[config.mk]
export PLATFORM = sky130hd
export DESIGN_NAME = gcode_line_framer
export DESIGN_NICKNAME = d
export VERILOG_FILES = /design/src/hdl/gclf_pkg.sv /design/src/hdl/gclf_front.sv /design/src/hdl/gclf_queue.sv /design/src/hdl/gclf_back.sv /design/src/hdl/gcode_line_framer.sv
export SDC_FILE = /design/constraint.sdc
export NUM_CORES = 1
export LEC_CHECK = 0
export BUFFER_PORTS_ARGS = -buffer_cell sky130_fd_sc_hd__buf_2
export CORE_UTILIZATION = 63
export CTS_BUF_LIST = sky130_fd_sc_hd__clkbuf_4 sky130_fd_sc_hd__clkbuf_8
export CTS_CLUSTER_SIZE = 12
export DETAILED_ROUTE_END_ITERATION = 12
export GPL_TIMING_DRIVEN = 0
export PLACE_DENSITY_LB_ADDON = 0.2
export RECOVER_POWER = 25
export SLEW_MARGIN = 20
export SYNTH_ARGS = -nofsm -noshare
export SYNTH_HDL_FRONTEND = slang
export SYNTH_SLANG_ARGS = --single-unit
export TNS_END_PERCENT = 20
[constraint.sdc]
create_clock -name clk -period 6.3 [get_ports clk]
set_input_delay 0.945 -clock clk [delete_from_list [all_inputs] [get_ports clk]]
set_output_delay 0.945 -clock clk [all_outputs]
set_load 0.01 [all_outputs]
[src/hdl/gclf_pkg.sv]
package gclf_pkg;

    // Decimal digits sent for the line number (lowest ones kept).
    localparam int NUMBER_DIGITS = 10;

    // Line numbers are non-negative 32-bit values: 31 magnitude bits.
    localparam int NUM_BITS   = 31;
    localparam int BCD_DIGITS = 10;
    localparam int BCD_W      = BCD_DIGITS * 4;
    localparam int DIG_W      = $clog2(BCD_DIGITS);
    localparam int CNT_W      = $clog2(NUM_BITS);
    localparam int EMIT_MAX   = (NUMBER_DIGITS < BCD_DIGITS) ? NUMBER_DIGITS : BCD_DIGITS;

    // Command queue between front and back; depth must be a power of two.
    localparam int Q_DEPTH = 2;
    localparam int Q_PTR_W = (Q_DEPTH > 1) ? $clog2(Q_DEPTH) : 1;
    localparam int Q_CNT_W = $clog2(Q_DEPTH + 1);

    localparam logic [7:0] CH_SEMI  = 8'h3B;
    localparam logic [7:0] CH_NL    = 8'h0A;
    localparam logic [7:0] CH_N     = 8'h4E;
    localparam logic [7:0] CH_STAR  = 8'h2A;
    localparam logic [7:0] CH_SPACE = 8'h20;
    localparam logic [3:0] CH_DIGIT_HI = 4'h3;

    // One classified input item.
    typedef struct packed {
        logic                hdr;        // send N<number><space> first
        logic                first;      // line start: clear checksum
        logic                nl;         // release a held newline
        logic                body;       // send body_byte
        logic [7:0]          body_byte;
        logic                trl;        // close the line
        logic                numbered;   // trailer carries *<checksum>
        logic [NUM_BITS-1:0] lnum;
    } gclf_cmd_t;

    typedef struct packed {
        logic full;
        logic empty;
    } gclf_q_stat_t;

    typedef enum logic [3:0] {
        ST_IDLE,
        ST_CONV,
        ST_HDR_N,
        ST_HDR_DIG,
        ST_HDR_SP,
        ST_NL,
        ST_BODY,
        ST_STAR,
        ST_CHK_DIG,
        ST_END_NL
    } gclf_state_t;

    // One double-dabble step: adjust each digit, shift in the next binary bit.
    function automatic logic [BCD_W-1:0] dabble_step(input logic [BCD_W-1:0] bcd,
                                                     input logic bit_in);
        logic [BCD_W-1:0] adj;
        adj = bcd;
        for (int i = 0; i < BCD_DIGITS; i++) begin
            if (adj[i*4 +: 4] >= 4'd5) begin
                adj[i*4 +: 4] = adj[i*4 +: 4] + 4'd3;
            end
        end
        return {adj[BCD_W-2:0], bit_in};
    endfunction

    // Index of the first digit to send: highest nonzero digit, capped at the
    // digit limit (a truncated number keeps its inner zeros).
    function automatic logic [DIG_W-1:0] top_digit(input logic [BCD_W-1:0] bcd);
        logic [DIG_W-1:0] top;
        top = '0;
        for (int i = 0; i < BCD_DIGITS; i++) begin
            if (bcd[i*4 +: 4] != 4'd0) begin
                top = (i < EMIT_MAX) ? DIG_W'(i) : DIG_W'(EMIT_MAX - 1);
            end
        end
        return top;
    endfunction

    // Checksum to three BCD digits {hundreds, tens, ones}.
    function automatic logic [11:0] chk_digits(input logic [7:0] v);
        logic [1:0]  hund;
        logic [6:0]  rem;
        logic [14:0] prod;
        logic [3:0]  tens;
        logic [6:0]  tens_x10;
        logic [3:0]  ones;
        if (v >= 8'd200) begin
            hund = 2'd2;
            rem  = 7'(v - 8'd200);
        end
        else if (v >= 8'd100) begin
            hund = 2'd1;
            rem  = 7'(v - 8'd100);
        end
        else begin
            hund = 2'd0;
            rem  = v[6:0];
        end
        // rem / 10 as (rem * 205) >> 11, exact for rem < 1029
        prod     = 15'(rem) * 15'd205;
        tens     = prod[14:11];
        tens_x10 = {tens, 3'b000} + {2'b00, tens, 1'b0};
        ones     = 4'(rem - tens_x10);
        return {2'b00, hund, tens, ones};
    endfunction

    function automatic logic [1:0] chk_top(input logic [7:0] v);
        logic [1:0] top;
        if (v >= 8'd100) begin
            top = 2'd2;
        end
        else if (v >= 8'd10) begin
            top = 2'd1;
        end
        else begin
            top = 2'd0;
        end
        return top;
    endfunction

endpackage

[src/hdl/gclf_front.sv]
module gclf_front (
    input  logic                   clk,
    input  logic                   rst_n,
    input  logic                   in_valid,
    output logic                   in_stall,
    input  logic [7:0]             in_byte,
    input  logic                   first_byte,
    input  logic                   last_byte,
    input  logic signed [31:0]     line_number,
    input  gclf_pkg::gclf_q_stat_t q_stat,
    output logic                   push,
    output gclf_pkg::gclf_cmd_t    cmd
);

    logic comment_reg, comment_next;
    logic held_reg, held_next;
    logic numbered_reg, numbered_next;

    logic comment_eff;
    logic held_eff;
    logic numbered_eff;

    assign in_stall = q_stat.full;
    assign push     = in_valid & ~q_stat.full;

    always_comb
    begin
        // a first byte abandons whatever line was open
        comment_eff  = first_byte ? 1'b0 : comment_reg;
        held_eff     = first_byte ? 1'b0 : held_reg;
        numbered_eff = first_byte ? ~line_number[31] : numbered_reg;

        cmd.hdr       = first_byte & ~line_number[31];
        cmd.first     = first_byte;
        cmd.nl        = 1'b0;
        cmd.body      = 1'b0;
        cmd.body_byte = in_byte;
        cmd.trl       = last_byte;
        cmd.numbered  = numbered_eff;
        cmd.lnum      = line_number[gclf_pkg::NUM_BITS-1:0];

        comment_next = comment_eff;
        held_next    = held_eff;

        if (!comment_eff) begin
            if (in_byte == gclf_pkg::CH_SEMI) begin
                comment_next = 1'b1;
            end
            else if (in_byte == gclf_pkg::CH_NL) begin
                cmd.nl    = held_eff;
                held_next = 1'b1;
            end
            else begin
                cmd.nl    = held_eff;
                held_next = 1'b0;
                cmd.body  = 1'b1;
            end
        end

        numbered_next = numbered_eff;
        if (last_byte) begin
            // a held newline at line end is dropped
            comment_next  = 1'b0;
            held_next     = 1'b0;
            numbered_next = 1'b0;
        end
    end

    always_ff @(posedge clk or negedge rst_n)
    begin
        if (!rst_n) begin
            comment_reg  <= 1'b0;
            held_reg     <= 1'b0;
            numbered_reg <= 1'b0;
        end
        else if (push) begin
            comment_reg  <= comment_next;
            held_reg     <= held_next;
            numbered_reg <= numbered_next;
        end
    end

endmodule

[src/hdl/gclf_queue.sv]
module gclf_queue (
    input  logic                   clk,
    input  logic                   rst_n,
    input  logic                   push,
    input  gclf_pkg::gclf_cmd_t    push_cmd,
    input  logic                   pop,
    output gclf_pkg::gclf_cmd_t    pop_cmd,
    output gclf_pkg::gclf_q_stat_t q_stat
);

    gclf_pkg::gclf_cmd_t mem_reg [gclf_pkg::Q_DEPTH];

    logic [gclf_pkg::Q_PTR_W-1:0] wr_ptr_reg, wr_ptr_next;
    logic [gclf_pkg::Q_PTR_W-1:0] rd_ptr_reg, rd_ptr_next;
    logic [gclf_pkg::Q_CNT_W-1:0] count_reg, count_next;

    assign q_stat.full  = (count_reg == gclf_pkg::Q_CNT_W'(gclf_pkg::Q_DEPTH));
    assign q_stat.empty = (count_reg == '0);
    assign pop_cmd      = mem_reg[rd_ptr_reg];

    always_comb
    begin
        wr_ptr_next = push ? wr_ptr_reg + gclf_pkg::Q_PTR_W'(1) : wr_ptr_reg;
        rd_ptr_next = pop ? rd_ptr_reg + gclf_pkg::Q_PTR_W'(1) : rd_ptr_reg;
        case ({push, pop})
            2'b10:   count_next = count_reg + gclf_pkg::Q_CNT_W'(1);
            2'b01:   count_next = count_reg - gclf_pkg::Q_CNT_W'(1);
            default: count_next = count_reg;
        endcase
    end

    always_ff @(posedge clk or negedge rst_n)
    begin
        if (!rst_n) begin
            wr_ptr_reg <= '0;
            rd_ptr_reg <= '0;
            count_reg  <= '0;
        end
        else begin
            wr_ptr_reg <= wr_ptr_next;
            rd_ptr_reg <= rd_ptr_next;
            count_reg  <= count_next;
        end
    end

    always_ff @(posedge clk)
    begin
        if (push) begin
            mem_reg[wr_ptr_reg] <= push_cmd;
        end
    end

endmodule

[src/hdl/gclf_back.sv]
module gclf_back (
    input  logic                   clk,
    input  logic                   rst_n,
    input  gclf_pkg::gclf_q_stat_t q_stat,
    input  gclf_pkg::gclf_cmd_t    q_cmd,
    output logic                   pop,
    output logic                   out_valid,
    input  logic                   out_stall,
    output logic [7:0]             out_byte,
    output logic                   out_last
);

    gclf_pkg::gclf_state_t state_reg, state_next;
    gclf_pkg::gclf_cmd_t   cmd_reg, cmd_next;

    logic [gclf_pkg::NUM_BITS-1:0] bin_reg, bin_next;
    logic [gclf_pkg::BCD_W-1:0]    bcd_reg, bcd_next;
    logic [gclf_pkg::CNT_W-1:0]    cnt_reg, cnt_next;
    logic [gclf_pkg::DIG_W-1:0]    dig_reg, dig_next;
    logic [11:0]                   chk_reg, chk_next;
    logic [1:0]                    cidx_reg, cidx_next;
    logic [7:0]                    xor_reg, xor_next;

    logic       out_valid_reg, out_valid_next;
    logic [7:0] out_byte_reg, out_byte_next;
    logic       out_last_reg, out_last_next;

    logic       can_emit;
    logic       emit;
    logic [7:0] emit_byte;
    logic       emit_last;
    logic       fold;

    assign out_valid = out_valid_reg;
    assign out_byte  = out_byte_reg;
    assign out_last  = out_last_reg;
    assign can_emit  = ~out_valid_reg | ~out_stall;

    // What follows the header (or comes first without one).
    function automatic gclf_pkg::gclf_state_t route(input gclf_pkg::gclf_cmd_t c);
        gclf_pkg::gclf_state_t s;
        if (c.nl) begin
            s = gclf_pkg::ST_NL;
        end
        else if (c.body) begin
            s = gclf_pkg::ST_BODY;
        end
        else if (c.trl) begin
            s = c.numbered ? gclf_pkg::ST_STAR : gclf_pkg::ST_END_NL;
        end
        else begin
            s = gclf_pkg::ST_IDLE;
        end
        return s;
    endfunction

    always_comb
    begin
        state_next = state_reg;
        cmd_next   = cmd_reg;
        bin_next   = bin_reg;
        bcd_next   = bcd_reg;
        cnt_next   = cnt_reg;
        dig_next   = dig_reg;
        chk_next   = chk_reg;
        cidx_next  = cidx_reg;
        xor_next   = xor_reg;
        pop        = 1'b0;
        emit       = 1'b0;
        emit_byte  = gclf_pkg::CH_NL;
        emit_last  = 1'b0;
        fold       = 1'b0;

        case (state_reg)
            gclf_pkg::ST_IDLE:
            begin
                if (!q_stat.empty) begin
                    pop      = 1'b1;
                    cmd_next = q_cmd;
                    if (q_cmd.first) begin
                        xor_next = 8'h00;
                    end
                    bin_next   = q_cmd.lnum;
                    bcd_next   = '0;
                    cnt_next   = gclf_pkg::CNT_W'(gclf_pkg::NUM_BITS - 1);
                    state_next = q_cmd.hdr ? gclf_pkg::ST_CONV : route(q_cmd);
                end
            end
            gclf_pkg::ST_CONV:
            begin
                bcd_next = gclf_pkg::dabble_step(bcd_reg, bin_reg[gclf_pkg::NUM_BITS-1]);
                bin_next = {bin_reg[gclf_pkg::NUM_BITS-2:0], 1'b0};
                if (cnt_reg == '0) begin
                    state_next = gclf_pkg::ST_HDR_N;
                end
                else begin
                    cnt_next = cnt_reg - gclf_pkg::CNT_W'(1);
                end
            end
            gclf_pkg::ST_HDR_N:
            begin
                if (can_emit) begin
                    emit       = 1'b1;
                    emit_byte  = gclf_pkg::CH_N;
                    fold       = 1'b1;
                    dig_next   = gclf_pkg::top_digit(bcd_reg);
                    state_next = gclf_pkg::ST_HDR_DIG;
                end
            end
            gclf_pkg::ST_HDR_DIG:
            begin
                if (can_emit) begin
                    emit      = 1'b1;
                    emit_byte = {gclf_pkg::CH_DIGIT_HI, bcd_reg[dig_reg*4 +: 4]};
                    fold      = 1'b1;
                    if (dig_reg == '0) begin
                        state_next = gclf_pkg::ST_HDR_SP;
                    end
                    else begin
                        dig_next = dig_reg - gclf_pkg::DIG_W'(1);
                    end
                end
            end
            gclf_pkg::ST_HDR_SP:
            begin
                if (can_emit) begin
                    emit       = 1'b1;
                    emit_byte  = gclf_pkg::CH_SPACE;
                    fold       = 1'b1;
                    state_next = route(cmd_reg);
                end
            end
            gclf_pkg::ST_NL:
            begin
                if (can_emit) begin
                    emit        = 1'b1;
                    emit_byte   = gclf_pkg::CH_NL;
                    fold        = 1'b1;
                    cmd_next.nl = 1'b0;
                    state_next  = route(cmd_next);
                end
            end
            gclf_pkg::ST_BODY:
            begin
                if (can_emit) begin
                    emit          = 1'b1;
                    emit_byte     = cmd_reg.body_byte;
                    fold          = 1'b1;
                    cmd_next.body = 1'b0;
                    state_next    = route(cmd_next);
                end
            end
            gclf_pkg::ST_STAR:
            begin
                if (can_emit) begin
                    emit       = 1'b1;
                    emit_byte  = gclf_pkg::CH_STAR;
                    chk_next   = gclf_pkg::chk_digits(xor_reg);
                    cidx_next  = gclf_pkg::chk_top(xor_reg);
                    state_next = gclf_pkg::ST_CHK_DIG;
                end
            end
            gclf_pkg::ST_CHK_DIG:
            begin
                if (can_emit) begin
                    emit      = 1'b1;
                    emit_byte = {gclf_pkg::CH_DIGIT_HI, chk_reg[cidx_reg*4 +: 4]};
                    if (cidx_reg == 2'd0) begin
                        state_next = gclf_pkg::ST_END_NL;
                    end
                    else begin
                        cidx_next = cidx_reg - 2'd1;
                    end
                end
            end
            gclf_pkg::ST_END_NL:
            begin
                if (can_emit) begin
                    emit       = 1'b1;
                    emit_byte  = gclf_pkg::CH_NL;
                    emit_last  = 1'b1;
                    xor_next   = 8'h00;
                    state_next = gclf_pkg::ST_IDLE;
                end
            end
            default:
            begin
                state_next = gclf_pkg::ST_IDLE;
            end
        endcase

        if (fold) begin
            xor_next = xor_reg ^ emit_byte;
        end

        out_valid_next = out_valid_reg & out_stall;
        out_byte_next  = out_byte_reg;
        out_last_next  = out_last_reg;
        if (emit) begin
            out_valid_next = 1'b1;
            out_byte_next  = emit_byte;
            out_last_next  = emit_last;
        end
    end

    always_ff @(posedge clk or negedge rst_n)
    begin
        if (!rst_n) begin
            state_reg     <= gclf_pkg::ST_IDLE;
            out_valid_reg <= 1'b0;
            xor_reg       <= 8'h00;
        end
        else begin
            state_reg     <= state_next;
            out_valid_reg <= out_valid_next;
            xor_reg       <= xor_next;
        end
    end

    always_ff @(posedge clk)
    begin
        cmd_reg      <= cmd_next;
        bin_reg      <= bin_next;
        bcd_reg      <= bcd_next;
        cnt_reg      <= cnt_next;
        dig_reg      <= dig_next;
        chk_reg      <= chk_next;
        cidx_reg     <= cidx_next;
        out_byte_reg <= out_byte_next;
        out_last_reg <= out_last_next;
    end

endmodule

[src/hdl/gcode_line_framer.sv]
// Frames one line of a printer command stream.
// Input channel (in_valid/in_stall): one source character per item, with
// first_byte/last_byte marking line boundaries; line_number is sampled on the
// first byte, a negative value sends the line without number and checksum.
// Output channel (out_valid/out_stall): one framed character per item;
// out_last marks the closing newline. Comments (';' onward) are dropped and
// a trailing newline is swallowed; numbered lines get "N<num> " in front and
// a "*<xor>" checksum in decimal plus newline at the end.
// The back end takes an item from the queue in its idle state and then
// emits one character per cycle unless the output is stalled; a comment
// character produces no output. A numbered first byte first runs a
// bit-serial binary-to-decimal conversion before its header goes out.
// A body byte passes the command queue and the back end's idle and body states.
// A two-entry command queue lets the front keep taking items while the back
// works; in_stall rises only when that queue is full.
// Out_stall holds the output register; the back end waits, then the queue
// fills and the input stalls. Reset empties the queue and clears all line
// state; no output is pending after reset.
module gcode_line_framer (
    input  logic               clk,
    input  logic               rst_n,
    input  logic               in_valid,
    output logic               in_stall,
    input  logic [7:0]         in_byte,
    input  logic               first_byte,
    input  logic               last_byte,
    input  logic signed [31:0] line_number,
    output logic               out_valid,
    input  logic               out_stall,
    output logic [7:0]         out_byte,
    output logic               out_last
);

    gclf_pkg::gclf_q_stat_t q_stat;
    gclf_pkg::gclf_cmd_t    push_cmd;
    gclf_pkg::gclf_cmd_t    pop_cmd;
    logic                   push;
    logic                   pop;

    // front: tracks comment/newline state and classifies each item
    gclf_front u_front (
        .clk         (clk),
        .rst_n       (rst_n),
        .in_valid    (in_valid),
        .in_stall    (in_stall),
        .in_byte     (in_byte),
        .first_byte  (first_byte),
        .last_byte   (last_byte),
        .line_number (line_number),
        .q_stat      (q_stat),
        .push        (push),
        .cmd         (push_cmd)
    );

    gclf_queue u_queue (
        .clk      (clk),
        .rst_n    (rst_n),
        .push     (push),
        .push_cmd (push_cmd),
        .pop      (pop),
        .pop_cmd  (pop_cmd),
        .q_stat   (q_stat)
    );

    // back: header, body, trailer sequencing and running checksum
    gclf_back u_back (
        .clk       (clk),
        .rst_n     (rst_n),
        .q_stat    (q_stat),
        .q_cmd     (pop_cmd),
        .pop       (pop),
        .out_valid (out_valid),
        .out_stall (out_stall),
        .out_byte  (out_byte),
        .out_last  (out_last)
    );

`ifndef SYNTHESIS
    // only the closing newline carries out_last
    assert property (@(posedge clk) disable iff (!rst_n)
        out_valid && out_last |-> out_byte == gclf_pkg::CH_NL)
        else $error("out_last on a character other than newline");

    // front never writes into a full queue
    assert property (@(posedge clk) disable iff (!rst_n)
        push |-> !q_stat.full)
        else $error("command queue overflow");

    // back never reads an empty queue
    assert property (@(posedge clk) disable iff (!rst_n)
        pop |-> !q_stat.empty)
        else $error("command queue underflow");
`endif

endmodule

# Word level (Yosys, flattened, before mapping)

Memory sizes are Yosys's and may differ from the RTL's.
Index checks and enable logic that the tools add are counted.

$add $sub $neg: 21
$mul: 1
Magnitude comparators: 13
Eq/ne operators: 32
Shifts and indexed selects: 2
Mux-type cells: 103
Bitwise gates (word level): 10
Reduce and logical (&&, ||, !) cells: 33

Operator list:

| operator             | number |
|---|---|
| $mux 4               | 36 |
| $pmux 40 s2          | 1 |
| $pmux 31 s2          | 1 |
| $pmux 8 s6           | 1 |
| $mux 43              | 1 |
| $ge 4x3->1 const B   | 10 |
| $mux 40              | 1 |
| $mux 8               | 5 |
| $pmux 4 s10          | 1 |
| $shiftx 40x7->4      | 1 |
| $add 4x2->4 const B  | 9 |
| $reduce_bool 4->1    | 9 |
| $mux 7               | 5 |
| $mux 31              | 1 |
| $mux 1               | 24 |
| $mux 6               | 4 |
| $ne 2x1->1 const B   | 11 |
| $eq 4x3->1 const B   | 4 |
| $mux 2               | 8 |
| $pmux 8 s2           | 1 |
| $mul 7x8->15 const B | 1 |
| $mux 3               | 5 |
| $sub 7x7->7 const B  | 2 |
| $reduce_and 12->1    | 1 |
| 41 further kinds     | 72 |

Register bits: 164
RAM bits: 90
Output and inout bits: 11
Logic and storage cells: 240
Memories: 1

Memories:

| memory          | words | bits a word | rd ports | clocked after memory_dff | write ports | RTL line         | RTL |
|---|---|---|---|---|---|---|---|
| u_queue.mem_reg | 2     | 45          | 1        | 0                        | 1           | gclf_queue.sv:11 | `gclf_pkg::gclf_cmd_t mem_reg [gclf_pkg::Q_DEPTH];` |

# Depth between registers and ports, before layout

Gate-level depths: netlist (run 1).

Word-level depth: 12
Mapped depth: 24
Depth with buffers taken out: 24

# Modules after synthesis

From an unflattened synthesis (run 1), not the netlist that was laid out.

Cell total of the unflattened synthesis: 1034
Area total of the unflattened synthesis: 12221.7 sq um

By module, submodules not included:

| module     | times used | cells an instance | area an instance (sq um) | seq. area each (sq um) |
|---|---|---|---|---|
| gclf_back  | 1          | 812               | 8061.5                   | 3718.6 |
| gclf_queue | 1          | 156               | 3631.0                   | 2802.7 |
| gclf_front | 1          | 66                | 529.3                    | 75.1 |

# Worst setup path before layout (run 1)

Ideal clock, no wire load.

Path kind: register to register
Start: register u_back.xor_reg[0]
End: register u_back.chk_reg[3] (data pin)
Data arrival time: 4.925 ns
Path slack: 1.118 ns
Cell stages (with the launch flop): 23
Path buffers: 0
Cell sequence: dfrtp_1 inv_1 ha_1 a2111oi_4 or3_4 inv_4 a211oi_1 a21oi_1 xnor2_1 ha_1 fa_1 ha_1 inv_1 fa_1 inv_1 ha_1 a41oi_1 o21ai_1 a311o_1 a31o_4 xor2_4 xnor2_1 xnor2_1

Longest elaborated chain between the ends: 8

RTL lines:

| item                                             | RTL line                       | RTL |
|---|---|---|
| from (decl)                                      | gclf_back.sv:22                | `logic [7:0] xor_reg, xor_next;` |
| from (signal assigned)                           | gclf_back.sv:216               | `xor_reg <= xor_next;` |
| $sub 7x7->7 / $ge 8x7->1 (equally long branches) | gclf_pkg.sv:96, gclf_pkg.sv:94 |  |
| $mux 7                                           | gclf_pkg.sv:94                 | `else if (v >= 8'd100) begin` |
| $mux 7 (*)                                       | gclf_pkg.sv:90                 | `if (v >= 8'd200) begin` |
| $mux 7 (*)                                       | gclf_back.sv:155               | `if (can_emit) begin` |
| $mux 7 (*)                                       | gclf_back.sv:74                | `case (state_reg)` |
| $mul 7x8->15                                     | gclf_pkg.sv:103                | `prod = 15'(rem) * 15'd205;` |
| $add 4x4->4                                      | gclf_pkg.sv:105                | `tens_x10 = {tens, 3'b000} + {2'b00, tens, 1'b0};` |
| $sub 4x4->4 (*)                                  | gclf_pkg.sv:106                | `ones = 4'(rem - tens_x10);` |
| to (signal assigned)                             | gclf_back.sv:227               | `chk_reg <= chk_next;` |
| to (decl)                                        | gclf_back.sv:20                | `logic [11:0] chk_reg, chk_next;` |

Mark *: on every way between the ends. The rest lies on a longest branch, timed or not. The select of a mux whose other input is x is not followed.
A chain may end at the register's enable or synchronous reset.

# Worst setup path after layout (run 1)

Start: register u_back.xor_reg[1]
End: register u_back.chk_reg[3] (data pin)

The elaborated chain is that of the path after synthesis.

==> impl_metrics.toml, run 1 <==
[sta]
worst_pin_slew_ps = 1210
drv_slew = 0
setup_tns_ps = 0
relSlewSlack = 0.196
fmax_mhz = 170
clock-skew-final_ps = 21.8
rsz0062_at_grt = "false"
hold_viol = 0
period_minus_slack_ps = 5890
fin_crit_sh = 0.935
setup_viol = 0

[setup_path]
crit_cells = 24
critPathKind = "reg2reg"
reg2regPathDepth = 24
slowest_stage = "dfrtp_1"
worst-endpoint-arrival_ps = 6170
worst_setup_path_start_kind = "flop"
required_ps = 6580
cp_common_cell = "ha_1"
crit_chain = "inv_1 -> ha_1 -> a2111oi_4 -> or3_4 -> inv_4 -> a211oi_1 -> a21oi_1 -> ha_1 -> ha_1 -> fa_1 -> inv_1 -> fa_1 -> inv_1 -> ha_1 -> nand2_1 -> a31oi_4 -> a211oi_1 -> o21ai_1 -> o21ai_1 -> xnor2_1 -> ha_1 -> xnor2_1 -> xnor2_1 -> xnor2_1"
crit_family = "adder cells"
end_kind = "flop"
path_max_fanout = 13
crit_buf_inv = 4
slowest_delay_ps = 660

[logic_synthesis]
muxShareOfSynthArea = 0.0654
synth_ff_type = "edfxtp_1"
yosysWarnings = 0
synth.distinct_cells = 68
synth_compound_gate_area_share = 0.101
ys_seq_area_frac = 0.571
synth_top_family_by_area = "simple AND/OR/NAND/NOR gates"
synthSimpleGateAreaFrac = 0.102
yosys.area.top_type = "edfxtp_1"
synthXorXnorAreaFrac = 0.0365
synth_edf_count = 203
synth_top_cell_area_share = 0.528
synth_area_um2 = 11600
async_flop_share = 0.0897
synthesis.instances = 962
synth-seq-cells = 223
avgSynthCellArea_um2 = 12.0
yosys-top-cells-area = "edfxtp_1 (53%), ha_1 (7.5%), dfrtp_1 (4.3%)"
synth-adder-area-share = 0.0886
synth_nets = 1085

[placed_design]
hpwl_mm = 15.8
place_area_um2 = 12200
port_buffers = 56
gp_congestion = 0.916

[route]
route.detailed.drc = 0
antenna_left = 0
viasPerCell = 5.81
post_drt_wl_per_cell_um = 16.9
via_count = 7666
drt-total-wl_mm = 22.3
drt_iter0_drc = 439
first_pass_iters = 5

[floorplan]
rows = 49
core_um2 = 18000
design.portCount = 57
dieArea_um2 = 18900
die_h_um = 137
initial_core_util = 0.643
die_w_um = 137

[grt]
antenna_found_initial = 0
grt_pass1_vias = 7580
grt_usage = 0.247
grt_max_degree = 57
grt_pass1_wl_mm = 36.0
overflow = 0

[layout]
area_growth_pct = 12.4
drive_above_1_share = 0.137
insertedDiodeCount = 0
stdcell_area_um2 = 13000
ff_latch_area_um2 = 6600
fill_cells = 1254
largest_reg_flops = 90
final_nets = 1184
multi_input_area_um2 = 4580

[clock_tree]
clk_latency_ps = 550
cts.path.max_buffers = 3
ctsHtreeMaxLevel = 2
cts.sinks = 223
cts_tree = "yes"
postCtsSetupBuffers = 0
clk_pin_slew_ps = 70
cts_buffers = 38
cts_root_buffer = "clkbuf_8"

[min_path]
whs_path_depth = 2
hp-class = "reg2reg"

[run_status]
status = "complete, no violations"

[run]
cap_violations = 0
-- worst paths after layout --
kind                                       from                   end  slack [ps]
hold / removal             u_front.numbered_reg  u_front.numbered_reg         500
max in group asynchronous                 rst_n     u_back.xor_reg[0]        4870
min in group asynchronous                 rst_n     u_back.xor_reg[3]         640
hold reg to reg            u_front.numbered_reg  u_front.numbered_reg         500
setup reg to reg              u_back.xor_reg[1]     u_back.chk_reg[3]         410
setup / recovery              u_back.xor_reg[1]     u_back.chk_reg[3]         410
-- worst reg2reg max path, cell delays in order, from the launching register on --
cell and delay [ps]:
dfrtp_1 660, inv_1 90, ha_1 230, a2111oi_4 340, or3_4 220, inv_4 60
a211oi_1 290, a21oi_1 150, ha_1 310, ha_1 300, fa_1 510, inv_1 50
fa_1 490, inv_1 40, ha_1 280, nand2_1 90, a31oi_4 220, a211oi_1 120
o21ai_1 180, o21ai_1 130, xnor2_1 270, ha_1 220, xnor2_1 150, xnor2_1 170
xnor2_1 90
-- kinds of logic (layout without fill, tap and decap cells) --
logic type	Yosys count	count (layout)
mux	64	64
fa+ha+maj	77	77
simple gates	263	263
xor+xnor	46	46
flops	223	223
buf+inv	101	230
compound gates	188	188
-- repair_timing --
item,CTS,global route
hold endpoints to repair,0,0
setup endpoints to repair,0,1
hold buffers,0,0
gates resized for setup,0,2
-- per-stage QoR --
| step | setup slack (ps) | hold slack [ps] | util | std cells |
|---|---|---|---|---|
| 2_1_floorplan | 1120 | 444 | - | 962 |
| 3_3_place_gp | 586 | 457 | 0.675 | 1247 |
| 3_5_place_dp | 400 | 483 | 0.680 | 1250 |
| 4_1_cts | 376 | 366 | 0.724 | 1320 |
| 5_1_grt | 12.2 | 525 | 0.723 | 1320 |
| 6_report | 410 | 498 | 0.723 | 1320 |
-- metal layers --
| layer | GRT usage | routed length [um] |
|---|---|---|
| met5 | 0.00833 | 0 |
| met4 | 0.102 | 679 |
| met3 | 0.0416 | 1250 |
| met2 | 0.415 | 10900 |
| met1 | 0.316 | 9440 |
-- synth_stat cells, types with 2 or more instances --
| master | instances |
|---|---|
| edfxtp_1 | 203 |
| nand2_1 | 91 |
| nor2_1 | 91 |
| ha_1 | 69 |
| inv_1 | 63 |
| a21oi_1 | 58 |
| mux2i_1 | 44 |
| o21ai_0 | 41 |
| xnor2_1 | 32 |
| o21ai_1 | 26 |
| dfrtp_1 | 20 |
| nor3_1 | 20 |
| clkbuf_1 | 16 |
| nand2b_1 | 16 |
| nand3_1 | 13 |
| xor2_1 | 13 |
| mux2_2 | 12 |
| buf_2 | 11 |
| a31oi_1 | 8 |
| fa_1 | 8 |
| mux4_2 | 8 |
| o211ai_1 | 6 |
| nor3b_1 | 5 |
| o21a_1 | 5 |
| o22ai_1 | 5 |
| a41oi_1 | 4 |
| and2_1 | 4 |
| buf_1 | 4 |
| inv_2 | 4 |
| nor2b_1 | 4 |
| nor4_1 | 4 |
| o221ai_1 | 4 |
| o31ai_1 | 4 |
| a211oi_1 | 3 |
| and3_1 | 3 |
| nand4_1 | 3 |
| a21o_1 | 2 |
| a22o_1 | 2 |
| a22oi_1 | 2 |
| o21bai_1 | 2 |
| or3_1 | 2 |
-- area by class of cell --
| class | instances | share of cell area |
|---|---|---|
| timing repair buffer | 59 | 0.0251 |
| multi-input combinational | 638 | 0.353 |
| inverter | 68 | 0.0199 |
| sequential | 223 | 0.508 |
| clock buffer | 49 | 0.0467 |
| buffer | 33 | 0.0113 |
| clock inverter | 21 | 0.0142 |
| tap | 229 | 0.0221 |
-- cell usage in the layout, fill, tap and decap left out, types with 16 or more instances in the layout --
| cell type | netlist | layout |
|---|---|---|
| nor3_1 | 20 | 19 |
| clkbuf_1 | 16 | 36 |
| inv_1 | 63 | 63 |
| mux2i_1 | 44 | 44 |
| nor2_1 | 91 | 89 |
| nand2_1 | 91 | 90 |
| a21oi_1 | 58 | 58 |
| o21ai_0 | 41 | 41 |
| edfxtp_1 | 203 | 203 |
| ha_1 | 69 | 69 |
| clkbuf_8 | 0 | 38 |
| o21ai_1 | 26 | 26 |
| dfrtp_1 | 20 | 18 |
| buf_2 | 11 | 47 |
| nand2b_1 | 16 | 16 |
| xnor2_1 | 32 | 32 |
Power of run 1 is not shown: default switching activity piles up to over one toggle a cycle in this logic, so the estimate is an artifact.
==> run 2: changes to the inputs <==
PLACE_DENSITY = 0.82   (was unset)
PLACE_DENSITY_LB_ADDON = unset   (was 0.2)
==> impl_metrics.toml, run 2 (synthesis results as in run 1) <==
[sta]
fmax_mhz = 172
drv_slew = 0
setup_slack_ps = 495
hold_viol = 0
relSlewSlack = 0.243
clock-skew-final_ps = 28.7
period_minus_slack_ps = 5800
setup_viol = 0
setup_tns_ps = 0
rsz0062_at_grt = "false"
worst_pin_slew_ps = 1140
fin_crit_sh = 0.921

[layout]
area_growth_pct = 11.7
final_common_cell = "edfxtp_1"
drive_above_1_share = 0.136
insertedDiodeCount = 0
largest_reg_flops = 90
final_cell_mix = "edfxtp_1 (203), nand2_1 (90), nor2_1 (89)"
final_nets = 1183

[floorplan]
core_um2 = 18000
design.portCount = 57
dieArea_um2 = 18900
die_w_um = 137
die_h_um = 137
initial_core_util = 0.643
rows = 49

[route]
antenna_left = 0
viasPerCell = 5.79
post_drt_wl_per_cell_um = 16.9
via_count = 7628
first_pass_iters = 4
drt-total-wl_mm = 22.2
route.detailed.drc = 0
drt_iter0_drc = 451

[clock_tree]
cts_root_buffer = "clkbuf_8"
cts.path.max_buffers = 3
clk_pin_slew_ps = 60
postCtsSetupBuffers = 0
ctsHtreeMaxLevel = 2
hold_buffers = 0
cts_buffers = 37
cts.sinks = 223
clk_latency_ps = 550
cts_resized = 0
cts_tree = "yes"

[setup_path]
required_ps = 6580
worst-endpoint-arrival_ps = 6090
crit_chain = "inv_1 -> ha_1 -> a2111oi_4 -> or3_4 -> inv_4 -> a211oi_1 -> a21oi_1 -> ha_1 -> ha_1 -> fa_1 -> inv_1 -> fa_1 -> inv_1 -> ha_1 -> nand2_1 -> a31oi_4 -> a211oi_1 -> o21ai_1 -> o21ai_1 -> xnor2_1 -> ha_1 -> xnor2_1 -> xnor2_1 -> xnor2_1"
end_kind = "flop"
critPathKind = "reg2reg"
crit_buf_inv = 4
path_max_fanout = 9
slowest_delay_ps = 530
cp_common_cell = "ha_1"
crit_family = "adder cells"
slowest_stage = "dfrtp_1"
worst_setup_path_start_kind = "flop"

[run]
cap_violations = 0

[placed_design]
gp_congestion = 0.910
detailedPlace.worstSlack_ps = 502
port_buffers = 56
hpwl_mm = 16.0

[grt]
grt_pass1_wl_mm = 35.9
overflow = 0
grt_max_degree = 53
antenna_found_initial = 0
grt_pass1_vias = 7496
grt_usage = 0.249

[min_path]
hp-class = "reg2reg"

[run_status]
status = "complete, no violations"
==> run 2: cell count changes in the layout (fill, tap and decap cells not counted), moves of 2 or more <==
cell and delta:
clkinv_1 -4, dfrtp_1 +2, buf_16 +2, dfrtp_2 -2, buf_12 -2, clkinv_2 +2, bufinv_16 -3
==> run 2: metrics by stage <==
step,instance area (um2),std cells,utilization,hold WS (ps)
final,12900,1317,0.718,494
after global routing,12900,1317,0.718,531
after CTS,12900,1317,0.720,353
after detailed placement,12200,1250,0.681,485
after global placement,12100,1247,0.675,458
after floorplan,11600,962,-,444
==> run 2: area by class of cell <==
class	count	area (um2)
flip-flops and latches	223	6600
fillers	1279	5060
multi-input cells	638	4580
clock buffers	50	613
repair buffers	59	339
well taps	229	287
inverters	68	258
plain buffers	33	146
clock inverters	17	88.8
==> run 2: worst reg2reg max path: cells and delay by family, from the launching register on <==
kind,cells,cell delay [ps]
fa+ha+maj,7,2390
compound gates,7,1310
xor+xnor,4,640
flops,1,530
buf+inv,4,390
simple gates,2,310
==> run 2: layer usage <==
layer / wire length [um] / GRT usage / vias to the layer above / part of all wire
li1: - / - / 3691 / -
met1: 9270 / 0.313 / 3689 / 0.42
met2: 11200 / 0.423 / 198 / 0.50
met3: 1180 / 0.0533 / 50 / 0.053
met4: 601 / 0.0934 / 0 / 0.027
met5: 0 / 0 / - / 0
==> run 2: final timing paths <==
path                                       from                    to  slack (ps)  depth (start not counted)
max in group asynchronous                 rst_n  u_front.numbered_reg        5000                          1
min                        u_front.numbered_reg  u_front.numbered_reg         490                          2
min reg2reg                u_front.numbered_reg  u_front.numbered_reg         490                          2
max reg2reg                   u_back.xor_reg[0]     u_back.chk_reg[3]         500                         24
min in group asynchronous                 rst_n  u_queue.count_reg[0]         610                          1
max                           u_back.xor_reg[0]     u_back.chk_reg[3]         500                         24
Power of run 2 is left out for the same reason.
